$ cat config.mk
export PLATFORM = sky130hd
export DESIGN_NAME = tgrc_ram
export DESIGN_NICKNAME = d
export VERILOG_FILES = /design/src/design/tgrc_ram.sv
export SDC_FILE = /design/constraint.sdc
export NUM_CORES = 1
export LEC_CHECK = 0
export BUFFER_PORTS_ARGS = -buffer_cell sky130_fd_sc_hd__buf_4
export CAP_MARGIN = 20
export CORE_ASPECT_RATIO = 1.4
export CORE_MARGIN = 10
export CORE_UTILIZATION = 35
export DETAILED_ROUTE_END_ITERATION = 10
export SKIP_CTS_REPAIR_TIMING = 1
export SYNTH_ARGS = -nofsm -noshare
export SYNTH_HDL_FRONTEND = slang
export SYNTH_SLANG_ARGS = --single-unit
export TNS_END_PERCENT = 30
$ cat constraint.sdc
create_clock -name clk -period 2.3 [get_ports clk]
set_input_delay 0.575 -clock clk [delete_from_list [all_inputs] [get_ports clk]]
set_output_delay 0.575 -clock clk [all_outputs]
set_load 0.05 [all_outputs]
$ cat src/design/tgrc_ram.sv
`timescale 1ns / 1ps
module tgrc_ram #(
  parameter int WIDTH = 8,
  parameter int DEPTH = 16
) (
  input  logic                     clk,
  input  logic                     we,
  input  logic [$clog2(DEPTH)-1:0] waddr,
  input  logic [WIDTH-1:0]         wdata,
  input  logic [$clog2(DEPTH)-1:0] raddr,
  output logic [WIDTH-1:0]         rdata
);
  logic [WIDTH-1:0] mem [DEPTH];

  // One write port and one registered read port.
  always_ff @(posedge clk) begin
    if (we) begin
      mem[waddr] <= wdata;
    end
    rdata <= mem[raddr];
  end
endmodule

# Word level (Yosys, flattened, before mapping)
# Memory sizes are Yosys's and may differ from the RTL's. A register that Yosys moved wholly into a read port is not among the register bits.
# Cells that the tools add are included.
# totals
ff_bits	0
mem_bits_rw	128
input_bits	18
output_inout_bits	8
elab_cells	3
memories	1
# mem_list
name	words	word_bits	read_ports	rd_ports_with_merged_regs	wr	line	text
mem	16	8	1	1	1	13	logic [WIDTH-1:0] mem [DEPTH];
# op_classes
muxes	2
# ops
op	n
1-bit 2-to-1 mux	2

# Depth between registers and ports, before layout
# logic_depth
ltp_word	2
depth_mapped	5
mapped_depth_nobuf	3

# Worst setup path before layout
# Ideal clock, no wire load.
# synth_timing
kind	input to register
from	input waddr[2]
to	memory mem[0][0] (enable)
setup_ps	383
arrival_ps	1685
t_required_ps	1917
slack_ps	232
stages	2
path_buffers	0
path_cell_list	or3b_2 -> nor3_1
# synth_lines
item	line	text
start: declaration	8	input logic [$clog2(DEPTH)-1:0] waddr,
end: declaration	13	
# No word-level cell before the write port.

==> metrics.log <==
INFO  metric outcome = completed
INFO  metric fillerInstances = 1274
INFO  metric antenna_left = 0
INFO  metric total_leakage_power = 2.115 nW
INFO  metric syn_avg_cell_area = 22.48 um2
INFO  metric total_power = 5.734 mW
INFO  metric timing.max_slew.rel_slack = 0.6875
INFO  metric nets = a little over 300
INFO  metric htree_levels = 4
INFO  metric max_cap_violations = 0
INFO  metric area.growth.synth_to_final = 21.49%
INFO  metric hp-class = in2reg
INFO  metric seq_area_frac_synth = 0.7778
INFO  metric clkSlewWorstSetupHoldPaths = approximately 0.06 ns
INFO  metric final-hold-violation-count = 0
INFO  metric drt_first_pass_iters = 4
INFO  metric grt_pass1_wl = 15880 um
INFO  metric die_width = approximately 120 um
INFO  metric synth_enable_flop_cells = roughly 130
INFO  metric synthSimpleGateAreaFrac = 0.03184
INFO  metric crit_type = in2reg
INFO  metric worstPathMaxFanout = 17
INFO  metric max_clock_freq = approximately 0.65 GHz
INFO  metric mappedNetlistArea = 5147 um2
INFO  metric ys.warnings.count = 0
INFO  metric worst_slew_pin_slew = 0.4687 ns
INFO  metric floorplan.rows = 52
INFO  metric post-route-min-period = 1.550 ns
INFO  metric floorplan.core_area = ~14000 um2
INFO  metric via_count_of_the_first_global_routing_pass = 2699
INFO  metric die_footprint = 20030 um2
INFO  metric dpl.hpwl = 6720 um
INFO  metric final_weighted_congestion_in_routability_driven_placement = 0.7485
INFO  metric final.period_utilization = 0.6739
INFO  metric clock_skew = roughly 0.014 ns
INFO  metric cts_made_buffers = 17
INFO  metric grt_max_degree = 33
INFO  metric synth_common_cells = sky130_fd_sc_hd__edfxtp_1 (128), sky130_fd_sc_hd__mux4_2 (18), sky130_fd_sc_hd__a22oi_1 (16), sky130_fd_sc_hd__mux4_1 (14), sky130_fd_sc_hd__nor2_1 (13)
INFO  metric synth_top_family_by_area = multiplexers
INFO  metric tritoncts = built
INFO  metric synth-main-ff-cell = sky130_fd_sc_hd__edfxtp_1
INFO  metric required = 2.59 ns
INFO  metric synth-compound-area-share = 0.02333
INFO  metric avg_vias_per_cell = about 4.9
INFO  metric yosysUniqueCellTypes = 19
INFO  metric synth_seq_cells = ~140
INFO  metric worst_ir_drop_vdd = 398.7 uV
INFO  metric tns = 0 ns
INFO  metric fin_util = 0.4330
INFO  metric ios = 26
INFO  metric route.detailed.drc = 0
INFO  metric post_drt_wl_per_cell = 20.80 um
INFO  metric synth_adder_area_share = 0
INFO  metric synthMuxAreaShare = 0.1502
INFO  metric drive_gt1_frac = 0.3121
INFO  metric rsz0062_at_grt = no
INFO  metric vias = 2405
INFO  metric power.density = 917.0 nW/um2
INFO  metric gr-usage-all-layers = 0.1085
INFO  metric setup.worst_path.start_class = primary input
INFO  metric initial_core_util = 0.3564
INFO  metric synth_top_area_share = 0.7467
INFO  metric syn_inst = 229
INFO  metric total_gr_overflow = 0
INFO  metric cts-root-to-sink-buffers = 2
INFO  metric tritoncts_num_sinks = approximately 140
INFO  metric portBuffers = 25
INFO  metric insertedDiodeCount = 0
INFO  metric asyncSetResetFlopFracSynth = 0
INFO  metric synth_nets = between 200 and 250
INFO  metric totalWireLength = 10130 um
INFO  metric netlist_top_cells_area = sky130_fd_sc_hd__edfxtp_1 (75%), sky130_fd_sc_hd__mux4_2 (7.9%), sky130_fd_sc_hd__mux4_1 (7.1%)
INFO  metric antenna_violations_before_repair = 0
INFO  metric whs = 0.4680 ns
INFO  metric post_synth_xor_area_fraction = 0
INFO  metric cp-end-kind = flop
INFO  metric cts-root-buf = sky130_fd_sc_hd__clkbuf_16
INFO  metric die_h = 163.5 um
INFO  metric clock_latency = 0.41 ns
INFO  metric netlist.top_cell.by_area = sky130_fd_sc_hd__edfxtp_1
INFO  metric most_instantiated_library_cell_after_synthesis = sky130_fd_sc_hd__edfxtp_1
INFO  metric worst_ep_arrival_time = roughly 1.8 ns
INFO  metric finalSetupViolations = 0
INFO  metric finalMaxSlewViolations = 0
INFO  metric initialDrtViolationCount = 113
[kinds of logic after synthesis]
family | count (synthesis)
flops | 136
mux | 32
simple gates | 35
buf+inv | 10
compound gates | 16
[cell type report]
class                           instances  area [um2]  share of cell area
Multi-Input combinational cell         83        1057              0.1691
Clock inverter                          9       100.1             0.01601
Sequential cell                       136        4004              0.6403
Clock buffer                           23       478.0             0.07643
Tap cell                              189       236.5             0.03782
Timing Repair Buffer                   47       377.9             0.06042
[critical path: stages]
cell and delay [ns]:
sky130_fd_sc_hd__buf_4 0.11, sky130_fd_sc_hd__buf_12 0.18, sky130_fd_sc_hd__mux4_1 0.56, sky130_fd_sc_hd__a22oi_1 0.30
sky130_fd_sc_hd__nand2_1 0.10
[through the flow]
step	worst slack (ns)	cell area, um2	cells
after floorplan	0.2321	5147	229
after global placement	0.3587	5675	455
after detailed placement	0.3411	5675	455
after CTS	0.7169	6254	487
after global routing	0.6582	6254	487
final	0.7500	6254	487
[flip-flops by register name, summed over array words and instances (netlist names)]
register  count
rdata         8
mem         128
[per-layer routing]
metal,up-vias,share of wire,GRT usage
li1,1082,-,-
met1,1252,0.41,0.1290
met2,66,0.54,0.1813
met3,5,0.042,0.02833
met4,0,0.010,0.04619
met5,-,0,0
[report_power, final]
part / internal [mW] / switching [mW] / total (mW)
Combinational: 0.132 / 0.199 / 0.332
Sequential: 2.77 / 0.0161 / 2.79
Clock: 1.67 / 0.944 / 2.61
[final timing paths]
check             slack [ns]   endpoint  cells after the start        from
setup / recovery        0.75   rdata[2]                      5    raddr[0]
hold / removal          0.47  mem[4][3]                      1    wdata[3]
setup reg to reg        0.88   rdata[2]                      3   mem[1][2]
hold reg to reg         0.68   rdata[6]                      3  mem[12][6]
[placed cells by master, fill, tap and decap left out, types with 4 or more instances in the layout]
cell / n
sky130_fd_sc_hd__nor2_1: 13
sky130_fd_sc_hd__buf_4: 45
sky130_fd_sc_hd__edfxtp_1: 128
sky130_fd_sc_hd__mux4_2: 18
sky130_fd_sc_hd__clkbuf_16: 17
sky130_fd_sc_hd__mux4_1: 14
sky130_fd_sc_hd__dfxtp_1: 8
sky130_fd_sc_hd__nor3_1: 4
sky130_fd_sc_hd__a22oi_1: 16
sky130_fd_sc_hd__nand2_1: 9
Note: power is estimated with default switching activity, not from simulation.
